File: src/rtl/doc_pkg.sv
`default_nettype none
package doc_pkg;

  localparam int PIXELS = 65536;
  localparam int IDX_W = 16;
  localparam int PIX_W = 16;
  localparam int SUM_W = 24;
  localparam int COEFF_W = 21;
  localparam int CFG_IDX_W = 3;
  localparam int CFG_DATA_W = 17;
  localparam int MAX_DARK_FRAMES = 256;
  localparam int DIV_W = 32;
  localparam int DIV_BITS = 4;
  localparam int DIV_STAGES = DIV_W / DIV_BITS;
  localparam int QUEUE_DEPTH = 4;
  localparam int OUT_DEPTH = 32;
  localparam int COEFF_MAX = 1048575;
  localparam int COEFF_MIN = -1048576;

  typedef enum logic [1:0] {
    OP_ACCUMULATE = 2'd0,
    OP_CORRECT    = 2'd1,
    OP_LOAD       = 2'd2,
    OP_UNUSED     = 2'd3
  } op_t;

  typedef enum logic [1:0] {
    STATUS_OK        = 2'd0,
    STATUS_NOT_CAL   = 2'd1,
    STATUS_BAD_DEPTH = 2'd2
  } status_t;

  typedef enum logic [2:0] {
    KIND_ACC,
    KIND_ACC_BAD,
    KIND_CORRECT,
    KIND_LOAD,
    KIND_NONE
  } kind_t;

  typedef enum logic [2:0] {
    REG_TARGET,
    REG_DEPTH,
    REG_FRAMES,
    REG_SCALE_EN,
    REG_SCALE,
    REG_ACTIVE
  } reg_idx_t;

  typedef struct packed {
    logic [15:0] target_baseline;
    logic [4:0]  bit_depth;
    logic [8:0]  dark_frame_count;
    logic        scale_enable;
    logic [15:0] scale_factor;
    logic [16:0] active_pixels;
  } cfg_t;

  typedef struct packed {
    kind_t                     kind;
    logic [IDX_W-1:0]          idx;
    logic [PIX_W-1:0]          pix;
    logic                      first;
    logic                      last;
    logic signed [COEFF_W-1:0] coeff;
  } item_t;

endpackage
`default_nettype wire

File: src/rtl/doc_front.sv
`default_nettype none
module doc_front
  import doc_pkg::*;
(
  input  wire logic                      clk,
  input  wire logic                      rst,
  input  wire cfg_t                      cfg,
  input  wire logic                      push,
  output logic                           full,
  input  wire logic [1:0]                operation,
  input  wire logic [IDX_W-1:0]          pixel_index,
  input  wire logic [PIX_W-1:0]          pixel_value,
  input  wire logic                      first_dark_frame,
  input  wire logic                      last_dark_frame,
  input  wire logic signed [COEFF_W-1:0] coefficient_in,
  output logic                           q_valid,
  output item_t                          q_item,
  input  wire logic                      q_pop
);

  localparam int PTR_W = $clog2(QUEUE_DEPTH);

  item_t            queue [0:QUEUE_DEPTH-1];
  logic [PTR_W-1:0] wp;
  logic [PTR_W-1:0] rp;
  logic [PTR_W:0]   cnt;
  item_t            item;
  logic             depth_ok;
  logic             wr;
  logic             rd;

  assign depth_ok = (cfg.bit_depth == 5'd12) || (cfg.bit_depth == 5'd14) ||
                    (cfg.bit_depth == 5'd16);

  always_comb begin
    item.idx   = pixel_index;
    item.pix   = pixel_value;
    item.first = first_dark_frame;
    item.last  = last_dark_frame;
    item.coeff = coefficient_in;
    case (op_t'(operation))
      OP_ACCUMULATE: item.kind = depth_ok ? KIND_ACC : KIND_ACC_BAD;
      OP_CORRECT:    item.kind = KIND_CORRECT;
      OP_LOAD:       item.kind = KIND_LOAD;
      default:       item.kind = KIND_NONE;
    endcase
  end

  assign full    = (cnt == (PTR_W+1)'(QUEUE_DEPTH));
  assign q_valid = (cnt != '0);
  assign q_item  = queue[rp];
  assign wr      = push && !full;
  assign rd      = q_pop && q_valid;

  always_ff @(posedge clk) begin
    if (wr) begin
      queue[wp] <= item;
    end
    if (rst) begin
      wp  <= '0;
      rp  <= '0;
      cnt <= '0;
    end else begin
      if (wr) begin
        wp <= wp + 1'b1;
      end
      if (rd) begin
        rp <= rp + 1'b1;
      end
      case ({wr, rd})
        2'b10:   cnt <= cnt + 1'b1;
        2'b01:   cnt <= cnt - 1'b1;
        default: cnt <= cnt;
      endcase
    end
  end

endmodule
`default_nettype wire

File: config.mk
export PLATFORM = sky130hd
export DESIGN_NAME = doc_front
export DESIGN_NICKNAME = d
export VERILOG_FILES = /design/src/rtl/doc_pkg.sv /design/src/rtl/doc_front.sv
export SDC_FILE = /design/constraint.sdc
export NUM_CORES = 1
export LEC_CHECK = 0
export ABC_AREA = 1
export BUFFER_PORTS_ARGS = -buffer_cell sky130_fd_sc_hd__buf_2
export CAP_MARGIN = 30
export CELL_PAD_IN_SITES_DETAIL_PLACEMENT = 1
export CELL_PAD_IN_SITES_GLOBAL_PLACEMENT = 1
export CORE_MARGIN = 2
export CORE_UTILIZATION = 40
export CTS_CLUSTER_DIAMETER = 200
export DETAILED_ROUTE_END_ITERATION = 16
export GPL_TIMING_DRIVEN = 0
export HOLD_SLACK_MARGIN = 0.08
export PLACE_DENSITY = 0.87
export SLEW_MARGIN = 20
export SYNTH_ARGS = -nofsm -noshare
export SYNTH_HDL_FRONTEND = slang
export SYNTH_SLANG_ARGS = --single-unit
File: constraint.sdc
create_clock -name clk -period 3.65 [get_ports clk]
set_input_delay 0.73 -clock clk [delete_from_list [all_inputs] [get_ports clk]]
set_output_delay 0.73 -clock clk [all_outputs]
set_load 0.05 [all_outputs]
# Word-level counts from Yosys, hierarchy flattened
# Memories as Yosys holds them, arrays and structs flattened. A register that Yosys moved wholly into a read port is not among the register bits.
# Cells that the tools add are included.
dict set report totals {
  rom_bits 0
  ff_bits 7
  elab_cells 31
  inputBits 125
  mem_count 1
  latch_bits 0
  mem_bits_rw 232
}
dict set report classes {
  n_div 0
  n_lt_le_gt_ge 0
  reduce_logical 8
  mul 0
  eq_ne 8
  shifts 0
  bitwise_logic 0
  addsub 4
  mux 7
}
# memory words word_bits read_ports rd_clocked_by_memory_dff write_ports line_no
set memory_table {}
lappend memory_table {queue 4 58 1 1 1 doc_front.sv:23} ;# item_t queue [0:QUEUE_DEPTH-1];
# op n
set op_table {}
lappend op_table {{5-bit by 4-bit equality test with 1-bit output (second input constant)} 2}
lappend op_table {{3-bit one-hot mux with 3 select lines} 1}
lappend op_table {{3-bit one-hot mux with 2 select lines} 1}
lappend op_table {{5-bit equality test (second input constant)} 1}
lappend op_table {{2-bit by 1-bit adder with 2-bit output (second input constant)} 2}
lappend op_table {{2-bit by 1-bit equality test with 1-bit output (second input constant)} 2}
lappend op_table {{2-bit equality test (second input constant)} 2}
lappend op_table {{2-bit two-way mux} 2}
lappend op_table {{3-bit by 1-bit adder with 3-bit output (second input constant)} 1}
lappend op_table {{3-bit equality test (second input constant)} 1}
lappend op_table {{1-bit two-way mux} 3}
lappend op_table {{3-bit nonzero test} 1}
lappend op_table {{3-bit by 1-bit subtractor with 3-bit output (second input constant)} 1}
lappend op_table {{1-bit logical AND} 2}
lappend op_table {{2-bit logical NOT} 1}
lappend op_table {{1-bit logical OR} 2}
lappend op_table {{2-bit nonzero test} 1}
lappend op_table {{1-bit logical NOT} 1}

# Longest topological paths before layout
# Gate-level depths: netlist (run 1).
dict set report depth {
  word_depth 5
  mapped_depth 13
}

# Worst setup path after synthesis (run 1)
# No wires, ideal clock.
dict set report synth_timing {
  kind {input to register}
  start {in push}
  end {mem queue[0][0] (netlist bit), enable pin}
  slack_ns -0.132
  stages 2
  path_buffers 0
  arrival_time_ns 3.308
  path_cell_list {nand2_1 -> nor2_1}
}
dict set report synth_between {
  elab_chain_len 3
}
# element line_no
set synth_rtl {}
lappend synth_rtl {{from (decl)} doc_front.sv:8} ;# input wire logic push,
lappend synth_rtl {{1-bit logical AND} doc_front.sv:52} ;# assign wr = push && !full;
lappend synth_rtl {{1-bit two-way mux} doc_front.sv:56} ;# if (wr) begin
lappend synth_rtl {{1-bit two-way mux (implied by the code)} doc_front.sv:57} ;# queue[wp] <= item;
lappend synth_rtl {{to (decl)} doc_front.sv:23}
# No other way between the ends.

==> results by group, run 1 <==
Outcome
  • Status: completed

Logic synthesis
  • Synth warnings: 0
  • Top FF cell, synth: edfxtp_1
  • Seq cells post-synth: ~240
  • Commonest cells in the netlist: edfxtp_1, nor2_1, o21ai_0, o22ai_1, inv_1
  • Cell taking the most area after synthesis: edfxtp_1
  • Async SR Flop Fraction: 0%
  • Number of synthesized flops with an enable pin: 232
  • Syn avg cell area: roughly 14 um2
  • Unique masters post-synth: 24
  • Mapped Cells: between 600 and 700
  • Yosys top cell area share: 75.58%
  • Most frequent cell after synthesis: edfxtp_1
  • Syn nets: 778
  • Register area share after synthesis: 77.53%
  • Synthesized area: roughly 9200 um2
  • Synth top area cells: edfxtp_1, o21ai_0, nor2_1, o22ai_1, dfxtp_1

Global routing
  • Overall Global Routing Usage: 18.84%
  • Initial antenna violation count: 3
  • Pin count of the biggest net entering global routing: 24
  • First-pass GRT wire length: 34910 um
  • Gr ovfl total: 0
  • Vias in the first global route: 6457

Clock network
  • Clock slew at reported path FFs: around 0.060 ns
  • H-tree Lvls: 1
  • CTS Buffer Depth: 3
  • CTS tree: built
  • Root buffer cell: clkbuf_16
  • Clock Sinks: 241
  • Setup Buffers After CTS: 0
  • Clock latency on the worst-skew pair: 0.51 ns
  • CTS hold repair buffers: 0
  • Resized cells post-CTS: 0
  • Total CTS buffers: 26

Job
  • Max cap viols: 0

Critical path
  • Crit end category: output pin
  • Critical path launch point type: register
  • Crit-path cells: inv_2 -> clkbuf_1 -> o21ai_0 -> o22ai_1 -> buf_2
  • Bufs and invs on worst path: 3
  • CP delay by family, top: buffers and inverters
  • Critical path type: reg -> out
  • RR Startpoint: cnt[1]
  • Largest fanout on the critical path: 10
  • Critical Path AT: 2.14 ns
  • Worst Path Required: roughly 3 ns
  • CP max-delay cell: dfxtp_1
  • CP max stage delay: approximately 0.36 ns

Finish
  • N_diodes: 0
  • NumNets Final: 940
  • Filler cells: approximately 2300
  • Post-layout instance area: 11270 um2
  • Area of the multi-input gates: 1744 um2
  • Share of cells above drive strength 1: 26.63%
  • Sequential Area: slightly above 7000 um2
  • P&R area growth vs syn: 22.27%

Placed design
  • HPWL Detailed: 15280 um
  • Placer Congestion: 0.7248
  • Area after DPL: 10450 um2
  • Port-buffer cells: 125

Die
  • Die Area: 24270 um2
  • Initial Utilization: 40.71%
  • Chip Width: 155.8 um
  • CORE AREA: 22640 um2
  • I/O pin total: 185
  • Rows: 55
  • Die H: 155.8 um

Drt
  • WL/cell: 20.84 um
  • Drt via density: 5.286
  • TritonRoute pass-1 iters: 4
  • Total routed wirelength: between 20000 and 25000 um
  • Final ANT Viol Nets: 0
  • DR iter-0 viols: slightly below 300
  • DRC: 0
  • DR vias: 5873

Pwr
  • Worst vdd ir: 0.0003190 V
  • Psw: approximately 3.3 mW
  • Sw Share: 37.65%
  • PD cells: 777.4 nW/um2
  • Clock network power share: 28.5%
  • Total power: 8.762 mW
  • Lkg Pwr: 4.061 nW
  • Comb pwr share: 33.2%
  • Reg power frac: 38.3%
  • P_int: 5.463 mW

Timing
  • Max-slew violations: 0
  • Hold Violations, Final: 0
  • Max Freq: ~350 MHz
  • Tmin final: 2.869 ns
  • Slew Limit Headroom: 51.13%
  • Final setup viols: 0
  • Unrepaired setup endpoints after global routing: no
  • Clock skew: between 0.009 and 0.01 ns
  • Worst slew pin tran: 0.7313 ns
  • Tcrit/Tclk final: 78.60%

Min path
  • Worst min path class: in -> reg
  • Hold Path Origin: rst
-- area by class of cell --
| class | count | area share [%] |
|---|---|---|
| inverter | 24 | 0.8437 |
| timing repair buffer | 134 | 7.482 |
| clock buffer | 30 | 6.095 |
| sequential | 241 | 63.41 |
| tap | 285 | 3.164 |
| multi-input combinational | 343 | 15.48 |
| clock inverter | 17 | 1.210 |
| buffer | 37 | 2.320 |
-- power groups by stage --
stage	registers [mW]	clock network, mW	logic, mW
2_1_floorplan	3.41	0	2.05
3_3_place_gp	3.43	0	2.79
4_1_cts	3.36	2.56	2.95
6_report	3.36	2.50	2.91
5_1_grt	3.37	2.66	3.12
3_5_place_dp	3.41	0	2.94
-- worst reg2reg max path, delay by kind of cell (launching register included) --
| kind | cells | cell delay, ns |
|---|---|---|
| AND/OR/NAND/NOR | 8 | 0.94 |
| adder cells (fa/ha/maj) | 2 | 0.65 |
| flip-flops | 1 | 0.32 |
| buffers and inverters | 2 | 0.15 |
-- registers in the layout (all words and copies together), names as in the netlist, named ones only --
signal  flops
queue     232
rp          2
wp          2
cnt         3
-- kinds of logic (layout without fill, tap and decap cells) --
family          Yosys count  count (layout)  share of synthesized area (%)
flops                   241             241                          77.53
compound gates          183             183                          10.89
simple gates            152             152                          6.543
buf+inv                  61             242                          3.868
fa+ha+maj                 8               8                          1.167
-- metal layers --
metal	wire [um]	global-route usage (%)	share of wire, %	vias to the layer above
li1	-	-	-	2721
met1	9541	22.76	41	2923
met2	11780	33.48	51	179
met3	1354	4.833	5.8	44
met4	437	5.286	1.9	6
met5	41	0	0.18	-
-- cells in the final DEF (no fill, tap or decap), types with 7 or more instances in the layout --
cell | netlist | routed
dfxtp_1 | 9 | 9
ha_1 | 7 | 7
nor2_2 | 10 | 10
inv_1 | 22 | 22
edfxtp_1 | 232 | 232
buf_6 | 7 | 7
clkinv_1 | 0 | 7
nor2_1 | 117 | 113
nand2_1 | 19 | 19
clkbuf_16 | 0 | 27
clkbuf_1 | 6 | 9
o22ai_1 | 56 | 56
buf_2 | 11 | 136
o21ai_0 | 112 | 112
-- final timing paths --
| check | to | slack (ns) | cells past startpoint |
|---|---|---|---|
| setup / recovery | q_item[39] | 0.78 | 5 |
| hold / removal | wp[1] | 0.43 | 2 |
| setup reg to reg | cnt[2] | 1.49 | 12 |
| hold reg to reg | wp[1] | 0.51 | 2 |
-- stage by stage --
step / setup WS (ns) / TNS, ns / utilization [%] / hold WS [ns] / std cells
final: 0.7810 / 0 / 49.78 / 0.4330 / 1111
after global routing: 0.5862 / 0 / 49.78 / 0.4160 / 1111
after CTS: 0.7373 / 0 / 49.78 / 0.4107 / 1111
after detailed placement: 1.186 / 0 / 46.15 / 0.5020 / 1064
after global placement: -2.296 / -500.11 / 45.05 / 0.4905 / 1055
after floorplan: -0.1320 / -30.63 / - / 0.4587 / 645
(Power assumes the default switching activity.)
==> inputs of run 2 (changes only) <==
==> constraint.sdc (replaced) <==
create_clock -name clk -period 2.6 [get_ports clk]
set_input_delay 0.52 -clock clk [delete_from_list [all_inputs] [get_ports clk]]
set_output_delay 0.52 -clock clk [all_outputs]
set_load 0.05 [all_outputs]
==> run 2 against run 1 <==
Compared with the run above: setup slack lost 0.68 ns; final cell count down 0.18%; utilization is 0.28 points lower; clock skew grew 0.0077 ns; combinational power up 41%; sequential cell count is the same; critical path depth up 1; global-route usage is 0.15 points lower; worst hold slack worse by 0.22 ns; largest power group unchanged.
==> results by group, run 2 (synthesis gave the netlist of run 1 again) <==
Die
  • Die Area: 24270 um2 (unchanged)
  • Chip Width: 155.8 um (unchanged)
  • I/O pin total: 185 (unchanged)
  • Die H: 155.8 um (unchanged)
  • Rows: 55 (unchanged)
  • CORE AREA: 22640 um2 (unchanged)
  • Initial Utilization: 40.71% (unchanged)

Min path
  • Hold-critical path endpoint: wp[0] (was wp[1])
  • Hold Path Stages: 2 (unchanged)
  • Hold Path Origin: rst (unchanged)
  • Worst min path class: in -> reg (unchanged)

Clock network
  • CTS tree: built (unchanged)
  • CTS Buffer Depth: 3 (unchanged)
  • Clock slew at reported path FFs: 0.07 ns (was 0.06 ns)
  • Setup Buffers After CTS: 0 (unchanged)
  • Root buffer cell: clkbuf_16 (unchanged)
  • H-tree Lvls: 1 (unchanged)
  • Total CTS buffers: 25 (was 26)
  • Clock Sinks: 241 (unchanged)
  • Clock latency on the worst-skew pair: 0.51 ns (about the same)

Critical path
  • Critical Path AT: 1.98 ns (was 2.14 ns)
  • Worst R2R End: cnt[2] (unchanged)
  • Crit end category: output pin (unchanged)
  • RR Startpoint: cnt[1] (unchanged)
  • Reg2Reg Setup Slack: 0.39 ns (was 1.49 ns)
  • Worst Path Required: 2.08 ns (was 2.92 ns)
  • Reg2reg path depth: 12 (unchanged)
  • CP max-delay cell: dfxtp_1 (unchanged)
  • Largest fanout on the critical path: 10 (unchanged)
  • Bufs and invs on worst path: 4 (was 3)
  • Crit-path cells: buf_6 -> buf_6 -> clkbuf_4 -> nor2_1 -> o22ai_1 -> clkbuf_4 (was inv_2 -> clkbuf_1 -> o21ai_0 -> o22ai_1 -> buf_2)
  • Critical path type: reg -> out (unchanged)
  • CP delay by family, top: buffers and inverters (unchanged)
  • Critical path launch point type: register (unchanged)
  • CP max stage delay: 0.32 ns (was 0.36 ns)

Finish
  • Final cell utilization of the core: 49.51% (was 49.78%)
  • Largest regs: queue x232, cnt x3 (unchanged)
  • Top reg by flops: queue (unchanged)
  • Area of the multi-input gates: 1750 um2 (was 1744 um2)
  • Filler cells: 2304 (was 2288)
  • P&R area growth vs syn: 21.60% (was 22.27%)
  • Sequential Area: 7148 um2 (was 7147 um2)
  • Commonest non-fill, non-tap cell in the layout: edfxtp_1 (unchanged)
  • Post-layout instance area: 11210 um2 (was 11270 um2)
  • Max reg flops: 232 (unchanged)
  • NumNets Final: 938 (was 940)
  • Share of cells above drive strength 1: 27.25% (was 26.63%)
  • Commonest cells after routing, fill and taps aside: edfxtp_1, buf_2, nor2_1, o21ai_0, o22ai_1 (unchanged)

Timing
  • Tcrit/Tclk final: 96.05%
  • Worst slew pin tran: 0.6981 ns (was 0.7313 ns)
  • Max-slew violations: 0 (unchanged)
  • Hold Violations, Final: 0 (unchanged)
  • Final setup viols: 0 (unchanged)
  • Tmin final: ~2.5 ns
  • Clock skew: 0.01725 ns (was 0.009539 ns)
  • Max Freq: between 400 and 500 MHz
  • Setup TNS: 0 ns (unchanged)
  • Slew Limit Headroom: 53.35% (was 51.13%)
  • Setup slack after layout: 0.1027 ns (was 0.7810 ns)

Global routing
  • Gr ovfl total: 0 (unchanged)
  • Pin count of the biggest net entering global routing: 24 (unchanged)
  • First-pass GRT wire length: 34840 um (was 34910 um)
  • Initial antenna violation count: 1 (was 3)
  • Vias in the first global route: 6262 (was 6457)
  • Overall Global Routing Usage: 18.69% (was 18.84%)

Outcome
  • Status: completed (unchanged)

Drt
  • DR vias: 5791 (was 5873)
  • Final ANT Viol Nets: 0 (unchanged)
  • WL/cell: 20.41 um (was 20.84 um)
  • Total routed wirelength: 22640 um (was 23150 um)
  • TritonRoute pass-1 iters: 4 (unchanged)
  • DR iter-0 viols: 389 (was 290)
  • DRC: 0 (unchanged)
  • Drt via density: 5.222 (was 5.286)

Pwr
  • Worst vdd ir: 0.0005459 V (was 0.0003190 V)
  • Lkg Pwr: 4.035 nW (was 4.061 nW)
  • PD cells: 1079 nW/um2 (was 777.4 nW/um2)

Placed design
  • Placer Congestion: 0.7333 (was 0.7248)
  • Post-Place Worst Slack: 0.3481 ns (was 1.186 ns)
  • HPWL Detailed: 14760 um (was 15280 um)
  • Port-buffer cells: 125 (unchanged)
  • Area after DPL: 10410 um2 (was 10450 um2)

Job
  • Max cap viols: 0 (unchanged)
run 2: metrics by stage:
step           hold WS (ns)  power [mW]  std cells
6_report             0.2176       12.09       1109
5_1_grt              0.2090       12.62       1107
4_1_cts              0.2019       12.18       1107
3_5_place_dp         0.5102       8.889       1063
3_3_place_gp         0.4875       8.712       1055
2_1_floorplan        0.4587       7.649        645
run 2: routing by layer:
layer / share of wire [%] / vias up / global-route usage (%)
met2: 50 / 141 / 32.39
met5: 0 / - / 0
met1: 43 / 2905 / 24.26
met3: 5.3 / 26 / 4.083
li1: - / 2719 / -
met4: 1.4 / 0 / 4.107
run 2: worst max-delay path by stage:
stage,to,cells past startpoint
after floorplan,queue[0][0],2
after global placement,queue[3][23],3
after detailed placement,queue[1][23],4
after CTS,q_item[6],6
after global routing,q_item[8],6
final,q_item[36],6
run 2: layout make-up:
type	instances	share of cell area, %
Antenna cell	2	0.04465
Buffer	37	2.467
Clock buffer	31	5.872
Clock inverter	13	0.8038
Inverter	24	0.8484
Multi-Input combinational cell	343	15.62
Sequential cell	241	63.78
Tap cell	285	3.182
Timing Repair Buffer	133	7.390
run 2: worst register-to-register path: stages, from the launching register on:
cell and delay [ns]:
dfxtp_1 0.33, nor2_1 0.16, nand2_1 0.13, nand2_1 0.41
ha_1 0.26, inv_1 0.07, fa_1 0.39, inv_1 0.07
nand2_1 0.05, nand3_1 0.08, nand2_1 0.06, nand2_1 0.06
nor2_1 0.03
run 2: power breakdown:
group          leakage [nW]  total (mW)  internal, mW  switching [mW]
Sequential             2.20        4.71          4.62          0.0943
Clock                 0.367        3.28          1.88            1.39
Combinational          1.46        4.10         0.993            3.11
Total                  4.03        12.1          7.49            4.60
run 2: what timing repair did:
item | 4_1_cts | 5_1_grt
setup endpoints to repair | 16 | 20
hold buffers | 0 | 0
resized for setup | 10 | 9
